===== config.mk =====
export PLATFORM = sky130hd
export DESIGN_NAME = ax25_header_parser_unit
export DESIGN_NICKNAME = d
export VERILOG_FILES = /design/src/sv/ax25hp_pkg.sv /design/src/sv/ax25hp_collect.sv /design/src/sv/ax25hp_decode.sv /design/src/sv/ax25_header_parser_unit.sv
export SDC_FILE = /design/constraint.sdc
export NUM_CORES = 1
export LEC_CHECK = 0
export ABC_AREA = 1
export ABC_CLOCK_PERIOD_IN_PS = 3600
export BUFFER_PORTS_ARGS = -buffer_cell sky130_fd_sc_hd__buf_4
export CORE_MARGIN = 4
export CORE_UTILIZATION = 55
export DETAILED_ROUTE_END_ITERATION = 7
export MAX_ROUTING_LAYER = met4
export PLACE_DENSITY_LB_ADDON = 0.08
export SYNTH_ARGS = -nofsm -noshare
export SYNTH_HDL_FRONTEND = slang
export SYNTH_SLANG_ARGS = --single-unit

===== constraint.sdc =====
create_clock -name clk -period 3.6 [get_ports clk]
set_clock_uncertainty 0.2 [all_clocks]
set_input_delay 0.36 -clock clk [delete_from_list [all_inputs] [get_ports clk]]
set_output_delay 0.36 -clock clk [all_outputs]
set_load 0.1 [all_outputs]

===== src/sv/ax25hp_pkg.sv =====
// shared constants and types of the ax.25 header parser
// no dependencies; used by collector, decoder, top level and checker
`default_nettype none

package ax25hp_pkg;

  localparam int MAX_DIGIS = 8;
  localparam int MAX_FRAME = 4096;

  localparam int ADDR_LEN  = 14;
  localparam int DIGI_LEN  = 7;
  localparam int FLEX_LEN  = 7;
  localparam int FLEX_BYTE = 1;
  localparam int DEST_SSID = 6;
  localparam int SRC_SSID  = 13;
  localparam int MIN_FRAME  = 8;
  localparam int MIN_NORMAL = 15;

  // bytes kept after the address: control (up to two) plus three info bytes
  localparam int REL_BYTES = 5;
  localparam int REL_W     = $clog2(REL_BYTES + 1);
  localparam int REL_IW    = $clog2(REL_BYTES);

  localparam int POS_W  = $clog2(MAX_FRAME + 1);
  localparam int OFF_W  = $clog2(ADDR_LEN + DIGI_LEN * MAX_DIGIS + 1);
  localparam int DIGI_W = 4;
  localparam int PLEN_W = 12;

  localparam logic [1:0] ST_NORMAL = 2'd0;
  localparam logic [1:0] ST_FLEX   = 2'd1;
  localparam logic [1:0] ST_BAD    = 2'd2;
  localparam logic [1:0] ST_NOCTL  = 2'd3;

  localparam logic [1:0] CR_UNKNOWN = 2'd0;
  localparam logic [1:0] CR_CMD     = 2'd1;
  localparam logic [1:0] CR_RESP    = 2'd2;

  localparam logic [7:0] TYPE_I    = 8'h00;
  localparam logic [7:0] TYPE_UI   = 8'h03;
  localparam logic [7:0] TYPE_FRMR = 8'h87;
  localparam logic [7:0] TYPE_SABM = 8'h2F;
  localparam logic [7:0] TYPE_UA   = 8'h63;

  localparam logic [7:0] PID_FRAG = 8'h08;
  localparam logic [8:0] PID_NONE = 9'd256;

  // what the collector hands over at the end of a frame
  typedef struct packed {
    logic [POS_W-1:0]             len;
    logic                         flex;
    logic                         flex_cr;
    logic                         dest_hi;
    logic [2:0]                   src_bits;  // source ssid bits 7..5
    logic                         addr_done;
    logic                         overrun;
    logic [OFF_W-1:0]             off;
    logic [DIGI_W-1:0]            digis;
    logic [REL_BYTES-1:0][7:0]    rb;
  } frame_sum_t;

  typedef struct packed {
    logic [1:0]        status;
    logic [1:0]        cmd_resp;
    logic              extended;
    logic              dama;
    logic [DIGI_W-1:0] digi_count;
    logic [7:0]        frame_type;
    logic [6:0]        send_seq;
    logic [6:0]        recv_seq;
    logic              poll_final;
    logic [8:0]        protocol_id;
    logic [23:0]       extra_info;
    logic [PLEN_W-1:0] info_length;
  } result_t;

endpackage

`default_nettype wire


===== src/sv/ax25hp_collect.sv =====
// per-byte collector: tracks address end, digipeaters and keeps bytes after the address
// depends on ax25hp_pkg
`default_nettype none

module ax25hp_collect (
  input  logic                   clk,
  input  logic                   rst,
  input  logic                   take,
  input  logic [7:0]             byte_value,
  input  logic                   last_byte,
  output ax25hp_pkg::frame_sum_t summary
);

  logic [ax25hp_pkg::POS_W-1:0]               pos, pos_next;
  logic                                       flex, flex_next;
  logic                                       flex_cr, flex_cr_next;
  logic                                       dest_hi, dest_hi_next;
  logic [2:0]                                 src_bits, src_bits_next;
  logic                                       addr_done, addr_done_next;
  logic                                       overrun, overrun_next;
  logic [ax25hp_pkg::OFF_W-1:0]               off, off_next;
  logic [ax25hp_pkg::DIGI_W-1:0]              digis, digis_next;
  logic [ax25hp_pkg::OFF_W-1:0]               field_end, field_end_next;
  logic [ax25hp_pkg::REL_W-1:0]               rel, rel_next;
  logic [ax25hp_pkg::REL_BYTES-1:0][7:0]      rb, rb_next;

  always_comb begin
    pos_next       = (pos == ax25hp_pkg::POS_W'(ax25hp_pkg::MAX_FRAME)) ? pos
                     : pos + ax25hp_pkg::POS_W'(1);
    flex_next      = flex;
    flex_cr_next   = flex_cr;
    dest_hi_next   = dest_hi;
    src_bits_next  = src_bits;
    addr_done_next = addr_done;
    overrun_next   = overrun;
    off_next       = off;
    digis_next     = digis;
    field_end_next = field_end;
    rel_next       = rel;
    rb_next        = rb;

    if (pos == ax25hp_pkg::POS_W'(ax25hp_pkg::FLEX_BYTE)) begin
      flex_next    = byte_value[0];
      flex_cr_next = byte_value[1];
    end
    if (pos == ax25hp_pkg::POS_W'(ax25hp_pkg::DEST_SSID)) begin
      dest_hi_next = byte_value[7];
    end
    if (pos == ax25hp_pkg::POS_W'(ax25hp_pkg::SRC_SSID)) begin
      src_bits_next = byte_value[7:5];
    end

    if (addr_done) begin
      if (rel < ax25hp_pkg::REL_W'(ax25hp_pkg::REL_BYTES)) begin
        rb_next[rel[ax25hp_pkg::REL_IW-1:0]] = byte_value;
        rel_next = rel + ax25hp_pkg::REL_W'(1);
      end
    end else if (!overrun) begin
      if (flex_next) begin
        if (pos == ax25hp_pkg::POS_W'(ax25hp_pkg::FLEX_LEN - 1)) begin
          addr_done_next = 1'b1;
          off_next       = ax25hp_pkg::OFF_W'(ax25hp_pkg::FLEX_LEN);
        end
      end else if (pos == ax25hp_pkg::POS_W'(field_end)) begin
        // the source field ends at the first boundary, digipeaters after it
        if (pos != ax25hp_pkg::POS_W'(ax25hp_pkg::SRC_SSID)) begin
          digis_next = digis + ax25hp_pkg::DIGI_W'(1);
        end
        if (byte_value[0]) begin
          addr_done_next = 1'b1;
          off_next       = ax25hp_pkg::OFF_W'(pos + ax25hp_pkg::POS_W'(1));
        end else if (digis_next == ax25hp_pkg::DIGI_W'(ax25hp_pkg::MAX_DIGIS)) begin
          overrun_next = 1'b1;
        end else begin
          field_end_next = field_end + ax25hp_pkg::OFF_W'(ax25hp_pkg::DIGI_LEN);
        end
      end
    end
  end

  always_comb begin
    summary.len       = pos_next;
    summary.flex      = flex_next;
    summary.flex_cr   = flex_cr_next;
    summary.dest_hi   = dest_hi_next;
    summary.src_bits  = src_bits_next;
    summary.addr_done = addr_done_next;
    summary.overrun   = overrun_next;
    summary.off       = off_next;
    summary.digis     = digis_next;
    summary.rb        = rb_next;
  end

  always_ff @(posedge clk) begin
    if (rst || (take && last_byte)) begin
      pos       <= '0;
      addr_done <= 1'b0;
      overrun   <= 1'b0;
      digis     <= '0;
      field_end <= ax25hp_pkg::OFF_W'(ax25hp_pkg::SRC_SSID);
      rel       <= '0;
    end else if (take) begin
      pos       <= pos_next;
      addr_done <= addr_done_next;
      overrun   <= overrun_next;
      digis     <= digis_next;
      field_end <= field_end_next;
      rel       <= rel_next;
    end
  end

  // header bytes are always written before a decode reads them
  always_ff @(posedge clk) begin
    if (take) begin
      flex     <= flex_next;
      flex_cr  <= flex_cr_next;
      dest_hi  <= dest_hi_next;
      src_bits <= src_bits_next;
      off      <= off_next;
      rb       <= rb_next;
    end
  end

endmodule

`default_nettype wire


===== src/sv/ax25hp_decode.sv =====
// header decode of one frame summary: address form, control field, pid and extras
// depends on ax25hp_pkg
`default_nettype none

module ax25hp_decode (
  input  ax25hp_pkg::frame_sum_t summary,
  output ax25hp_pkg::result_t    result
);

  logic                         normal;
  logic                         bad;
  logic                         ext;
  logic [ax25hp_pkg::POS_W-1:0] rem;
  logic [ax25hp_pkg::POS_W-1:0] left;
  logic [ax25hp_pkg::POS_W-1:0] plen;
  logic                         two_ctl;
  logic [7:0]                   b0, b1, pb0, pb1, pb2;
  logic [7:0]                   ftype;

  always_comb begin
    normal  = !summary.flex;
    ext     = normal && !summary.src_bits[1];
    rem     = summary.len - ax25hp_pkg::POS_W'(summary.off);
    b0      = summary.rb[0];
    b1      = summary.rb[1];
    two_ctl = 1'b0;
    ftype   = 8'h00;

    bad = (summary.len < ax25hp_pkg::POS_W'(ax25hp_pkg::MIN_FRAME)) ||
          (normal && ((summary.len < ax25hp_pkg::POS_W'(ax25hp_pkg::MIN_NORMAL)) ||
                      !summary.addr_done || summary.overrun));

    plen = (rem >= ax25hp_pkg::POS_W'(2)) ? rem - ax25hp_pkg::POS_W'(2) : '0;
    if (plen > ax25hp_pkg::POS_W'(4095)) begin
      plen = ax25hp_pkg::POS_W'(4095);
    end

    result             = '0;
    result.status      = normal ? ax25hp_pkg::ST_NORMAL : ax25hp_pkg::ST_FLEX;
    result.extended    = ext;
    result.dama        = normal && !summary.src_bits[0];
    result.digi_count  = normal ? summary.digis : '0;
    result.protocol_id = ax25hp_pkg::PID_NONE;
    result.info_length = plen[ax25hp_pkg::PLEN_W-1:0];

    if (!normal) begin
      result.cmd_resp = summary.flex_cr ? ax25hp_pkg::CR_CMD : ax25hp_pkg::CR_RESP;
    end else if (summary.dest_hi && !summary.src_bits[2]) begin
      result.cmd_resp = ax25hp_pkg::CR_CMD;
    end else if (summary.src_bits[2] && !summary.dest_hi) begin
      result.cmd_resp = ax25hp_pkg::CR_RESP;
    end else begin
      result.cmd_resp = ax25hp_pkg::CR_UNKNOWN;
    end

    // control field
    if (!b0[0]) begin
      ftype = ax25hp_pkg::TYPE_I;
      if (ext) begin
        two_ctl           = 1'b1;
        result.send_seq   = b0[7:1];
        result.recv_seq   = b1[7:1];
        result.poll_final = b1[0];
      end else begin
        result.send_seq   = {4'd0, b0[3:1]};
        result.recv_seq   = {4'd0, b0[7:5]};
        result.poll_final = b0[4];
      end
    end else if (b0[1]) begin
      ftype             = b0 & 8'hEF;
      result.poll_final = b0[4];
    end else if (ext) begin
      two_ctl           = 1'b1;
      ftype             = b0;
      result.recv_seq   = b1[7:1];
      result.poll_final = b1[0];
    end else begin
      ftype             = b0 & 8'h0F;
      result.recv_seq   = {4'd0, b0[7:5]};
      result.poll_final = b0[4];
    end
    result.frame_type = ftype;

    left = rem - (two_ctl ? ax25hp_pkg::POS_W'(2) : ax25hp_pkg::POS_W'(1));
    pb0  = two_ctl ? summary.rb[2] : summary.rb[1];
    pb1  = two_ctl ? summary.rb[3] : summary.rb[2];
    pb2  = two_ctl ? summary.rb[4] : summary.rb[3];

    if (ftype == ax25hp_pkg::TYPE_I || ftype == ax25hp_pkg::TYPE_UI) begin
      if (left != '0) begin
        result.protocol_id = {1'b0, pb0};
        if (pb0 == ax25hp_pkg::PID_FRAG && left >= ax25hp_pkg::POS_W'(2)) begin
          result.extra_info = {16'd0, pb1};
          if (pb1[7]) begin
            result.protocol_id = (left >= ax25hp_pkg::POS_W'(3)) ? {1'b0, pb2}
                                 : ax25hp_pkg::PID_NONE;
          end
        end
      end
    end else if (ftype == ax25hp_pkg::TYPE_FRMR) begin
      if (left >= ax25hp_pkg::POS_W'(3)) begin
        result.extra_info = {pb0, pb1, pb2};
      end
    end else if (ftype == ax25hp_pkg::TYPE_SABM || ftype == ax25hp_pkg::TYPE_UA) begin
      if (left >= ax25hp_pkg::POS_W'(2)) begin
        result.extra_info = {8'd0, pb0, pb1};
      end
    end

    // address only: keep the address flags, drop everything else
    if (!bad && rem == '0) begin
      result.status      = ax25hp_pkg::ST_NOCTL;
      result.frame_type  = '0;
      result.send_seq    = '0;
      result.recv_seq    = '0;
      result.poll_final  = 1'b0;
      result.protocol_id = ax25hp_pkg::PID_NONE;
      result.extra_info  = '0;
      result.info_length = '0;
    end

    // a two-byte control field cut short counts as a bad header
    if (bad || (rem != '0 && two_ctl && rem < ax25hp_pkg::POS_W'(2))) begin
      result             = '0;
      result.status      = ax25hp_pkg::ST_BAD;
      result.protocol_id = ax25hp_pkg::PID_NONE;
    end
  end

endmodule

`default_nettype wire


===== src/sv/ax25_header_parser_unit.sv =====
// top level of the ax.25 header parser: byte collector, summary register, decoder,
// output register. depends on ax25hp_pkg, ax25hp_collect, ax25hp_decode
//
//   channel  handshake             fields                  moves
//   in       in_valid, in_ready    byte_value, last_byte   one frame byte per request
//   out      out_valid, out_ready  status .. info_length   one header summary per frame
//
// one byte is taken per cycle while in_ready is high, frames back to back with no gap.
// a frame's summary is captured in the summary register with its last byte, then goes
// through the decode into the output register.
// the output register and the summary register each hold one frame, so input
// stalls only when both are full and out_ready is low.
// synchronous reset clears the collector and both valid flags; no clearing pass.
`default_nettype none

module ax25_header_parser_unit (
  input  logic        clk,
  input  logic        rst,
  input  logic        in_valid,
  output logic        in_ready,
  input  logic [7:0]  byte_value,
  input  logic        last_byte,
  output logic        out_valid,
  input  logic        out_ready,
  output logic [1:0]  status,
  output logic [1:0]  cmd_resp,
  output logic        extended,
  output logic        dama,
  output logic [3:0]  digi_count,
  output logic [7:0]  frame_type,
  output logic [6:0]  send_seq,
  output logic [6:0]  recv_seq,
  output logic        poll_final,
  output logic [8:0]  protocol_id,
  output logic [23:0] extra_info,
  output logic [11:0] info_length
);

  ax25hp_pkg::frame_sum_t summary_in;
  ax25hp_pkg::frame_sum_t summary;
  ax25hp_pkg::result_t    decoded;
  ax25hp_pkg::result_t    result;
  logic                   sum_valid;
  logic                   out_load;
  logic                   in_take;

  assign out_load = !out_valid || out_ready;
  assign in_ready = !sum_valid || out_load;
  assign in_take  = in_valid && in_ready;

  ax25hp_collect u_collect (
    .clk        (clk),
    .rst        (rst),
    .take       (in_take),
    .byte_value (byte_value),
    .last_byte  (last_byte),
    .summary    (summary_in)
  );

  ax25hp_decode u_decode (
    .summary (summary),
    .result  (decoded)
  );

  always_ff @(posedge clk) begin
    if (rst) begin
      sum_valid <= 1'b0;
      out_valid <= 1'b0;
    end else begin
      if (in_take && last_byte) begin
        sum_valid <= 1'b1;
      end else if (out_load) begin
        sum_valid <= 1'b0;
      end
      if (out_load) begin
        out_valid <= sum_valid;
      end
    end
  end

  always_ff @(posedge clk) begin
    if (in_take && last_byte) begin
      summary <= summary_in;
    end
    if (out_load) begin
      result <= decoded;
    end
  end

  assign status      = result.status;
  assign cmd_resp    = result.cmd_resp;
  assign extended    = result.extended;
  assign dama        = result.dama;
  assign digi_count  = result.digi_count;
  assign frame_type  = result.frame_type;
  assign send_seq    = result.send_seq;
  assign recv_seq    = result.recv_seq;
  assign poll_final  = result.poll_final;
  assign protocol_id = result.protocol_id;
  assign extra_info  = result.extra_info;
  assign info_length = result.info_length;

endmodule

`default_nettype wire


==> impl_metrics.json <==
{
  "status": "completed",
  "drive_above_1_share_pct": 20.8,
  "cp_slowest_stage_delay_ps": 620,
  "cp-end-kind": "flip-flop",
  "slew_viol_final": 0,
  "critical_path.top_delay_family": "adder cells",
  "cts_buffers": 25,
  "use_met3_pct": 3.48,
  "max_freq_mhz": 280,
  "yosys.cell_count.top_type": "nand2_1",
  "hp-class": "input pin to flip-flop",
  "whs_ps": 47.1,
  "grt_pass1_vias": 8388,
  "rsz0062_at_grt": "true",
  "core_mm2": 0.0205,
  "clockRootBuffer": "clkbuf_16",
  "worst-path-max-fanout": 5,
  "avgRoutedWirePerCell_um": 16.2,
  "diodes": 0,
  "final_net_count": 1433,
  "num_vias": 9042,
  "yosys-top-cells-area": "edfxtp_1 (52%), nand2_1 (9.0%), inv_1 (5.6%)",
  "grtUsageTotal_pct": 23.2,
  "use_met1_pct": 34.4,
  "synthArstFlopShare_pct": 0,
  "hpwl_um": 19300,
  "avgSynthCellArea_um2": 9.32,
  "hold_end": "sum_valid$_SDFFE_PP0P_",
  "syn_nets": 1281,
  "htreeDepth": 1,
  "routed_wl_um": 27300,
  "cp_cell_sequence": "inv_1 -> ha_2 -> inv_2 -> fa_2 -> ha_4 -> a21oi_2 -> nand2_1 -> inv_2 -> nand2_2 -> nor2_2 -> xor2_1 -> nand2_2 -> nor2_4 -> nand4_1 -> buf_6 -> buf_8 -> nand2_8 -> inv_2 -> nand3_1 -> o21ai_1",
  "n_fill_cell": 1651,
  "grt_overflow": 0,
  "finalHoldViolCount": 0,
  "regToRegStartpoint": "summary[59]$_DFFE_PP_",
  "drcViolationCount": 0,
  "drv_cap": 0,
  "worstSetupPathType": "flip-flop to flip-flop",
  "final_cells": 1690,
  "grt_pass1_wl_um": 43600,
  "power.static_leakage_nw": 6.26,
  "drtAntennaViolNets": 0,
  "cp.arrival_ps": 3660,
  "cts.reportedPaths.clkPinSlew_ps": 60,
  "yosysTopAreaCell": "edfxtp_1",
  "cts_max_path_buffers": 3,
  "reg2reg_depth": 20,
  "clk_latency_ps": 530,
  "hold_start": "out_ready",
  "post_dp_cell_area_mm2": 0.0128,
  "initial_core_util_pct": 56.8,
  "top_usage_layer": "met1",
  "synth_ff_type": "edfxtp_1",
  "gp_congestion": 0.903,
  "viasPerCell": 5.35,
  "met2_usage_pct": 34.1,
  "numPortBuffers": 92,
  "max_slew_margin_pct": 22.3,
  "ir_drop_v": 0.000405,
  "yosysTopAreaCellShare_pct": 52.4,
  "slowest_stage": "fa_2",
  "yosys_warnings": 0,
  "crit_path_frequent_cell": "inv_2",
  "crit_required_ps": 3690,
  "worst_pin_slew_ps": 1150,
  "drtPass1Iterations": 8,
  "regToRegEndpoint": "extra_info[11]$_SDFFCE_PP0P_",
  "netlist_instances": 1249,
  "yosysUniqueCellTypes": 49,
  "dpl.cell_count": 1623,
  "powerDensity_mw_per_mm2": 499,
  "yosysSeqAreaShare_pct": 57.7,
  "synthTopCellsByCount": "nand2_1 (279), edfxtp_1 (203), inv_1 (173), nor2_1 (121), o21ai_0 (110)",
  "syn_area_mm2": 0.0116,
  "die_area_mm2": 0.0236,
  "grt_max_degree": 80,
  "setup_viol": 0,
  "finalCriticalPeriod_ps": 3580,
  "synthToLayoutAreaGrowth_pct": 21.9,
  "grt_antenna_before_repair": 0,
  "cts_tree": "done",
  "path_buf_inv": 6,
  "fin_crit_sh_pct": 99.4,
  "ys_ff_latch": 234,
  "die_h_um": 153,
  "die_w_um": 153,
  "start_kind": "flip-flop",
  "r2r_setup_slack_ps": 20,
  "hold_depth": 6,
  "synth_edf_count": 203,
  "drt-initial-drc-count": 780,
  "fin_area_mm2": 0.0142,
  "row_count": 52,
  "p_total_mw": 7.09,
  "cts_sinks": 234,
  "ios": 93,
  "tns_ps": 0
}
worst reg2reg max path, cell delays in order, from the launching register on:
cell	delay, ps
edfxtp_1	400
inv_1	90
ha_2	170
inv_2	50
fa_2	620
ha_4	220
a21oi_2	120
nand2_1	90
inv_2	110
nand2_2	70
nor2_2	100
xor2_1	200
nand2_2	120
nor2_4	120
nand4_1	110
buf_6	160
buf_8	140
nand2_8	70
inv_2	50
nand3_1	50
o21ai_1	70
metrics by stage:
step	utilization [%]	worst slack, ps
final	69.2	22.9
after global routing	69.2	-144
after CTS	67.3	4.40
after detailed placement	62.7	-135
after global placement	62.7	3.90
after floorplan	-	40.1
per-layer routing:
| layer | share of wire (%) | vias to the layer above |
|---|---|---|
| met5 | 0 | - |
| met4 | 1.8 | 0 |
| met3 | 8.1 | 42 |
| met2 | 44 | 341 |
| met1 | 46 | 4145 |
| li1 | - | 4514 |
cell usage in the layout (no fill, tap or decap), types with 4 or more instances in the layout:
cell type / count
nor2_4: 8
nand4_1: 18
a211oi_1: 7
nor4_1: 5
inv_1: 168
edfxtp_1: 203
inv_2: 15
a32oi_1: 4
nor2_1: 115
nand2_2: 21
nand3_2: 12
o21ai_0: 109
o21ai_1: 11
nand3_4: 8
buf_6: 5
buf_4: 132
nor3_2: 4
clkbuf_16: 25
a21oi_1: 40
nand2_1: 269
nand2_4: 8
clkinv_2: 6
nor2_2: 12
nand3_1: 61
ha_1: 14
nor3_1: 20
xor2_1: 26
bufinv_16: 4
dfxtp_1: 30
power breakdown:
part | switching (mW) | total (mW) | internal [mW]
clock | 1.08 | 2.68 | 1.60
combinational | 0.926 | 1.24 | 0.309
sequential | 0.0601 | 3.17 | 3.11
total | 2.07 | 7.09 | 5.02
registers in the layout (all words and copies together) (netlist names), 2 cells and up:
register,cells
frame_type,8
u_collect.rel,3
extra_info,24
u_collect.off,7
info_length,12
summary,72
protocol_id,9
status,2
u_collect.src_bits,3
u_collect.pos,13
u_collect.digis,4
send_seq,7
u_collect.rb,40
digi_count,4
cmd_resp,2
recv_seq,7
u_collect.field_end,7
cell families after synthesis:
| logic type | Yosys count | share of synthesized area, % |
|---|---|---|
| fa+ha+maj | 19 | 2.17 |
| flops | 234 | 57.7 |
| compound gates | 190 | 8.88 |
| simple gates | 568 | 21.9 |
| mux | 1 | 0.0860 |
| buf+inv | 207 | 6.88 |
| xor+xnor | 30 | 2.39 |
worst max-delay path by stage:
stage                          startpoint                      endpoint  cells past startpoint
global route        summary[59]$_DFFE_PP_  protocol_id[5]$_SDFFCE_PP0P_                     18
finish              summary[59]$_DFFE_PP_  extra_info[11]$_SDFFCE_PP0P_                     20
CTS                 summary[59]$_DFFE_PP_  protocol_id[1]$_SDFFCE_PP0P_                     19
detailed placement  summary[59]$_DFFE_PP_  extra_info[13]$_SDFFCE_PP0P_                     17
global placement    summary[59]$_DFFE_PP_   extra_info[8]$_SDFFCE_PP0P_                     18
floorplan            summary[1]$_DFFE_PP_  protocol_id[0]$_SDFFCE_PP0P_                     22
layout make-up:
cell class                      instances  area, um2  share of cell area, %
Clock inverter                         18        221                   1.56
Timing Repair inverter                  1       6.26                 0.0441
Multi-Input combinational cell        811       4420                   31.1
Tap cell                              270        338                   2.38
Inverter                              185        703                   4.95
Clock buffer                           28        647                   4.56
Sequential cell                       234       6720                   47.3
Timing Repair Buffer                  143       1140                   8.05
timing repair:
item	in CTS	in global routing
setup endpoints to repair	24	59
resized for setup	7	61
pin swaps	6	29
hold endpoints to repair	2	0
setup buffers	2	12
cloned	1	4
hold buffers	2	0
Note: power is estimated with default switching activity, not from simulation.
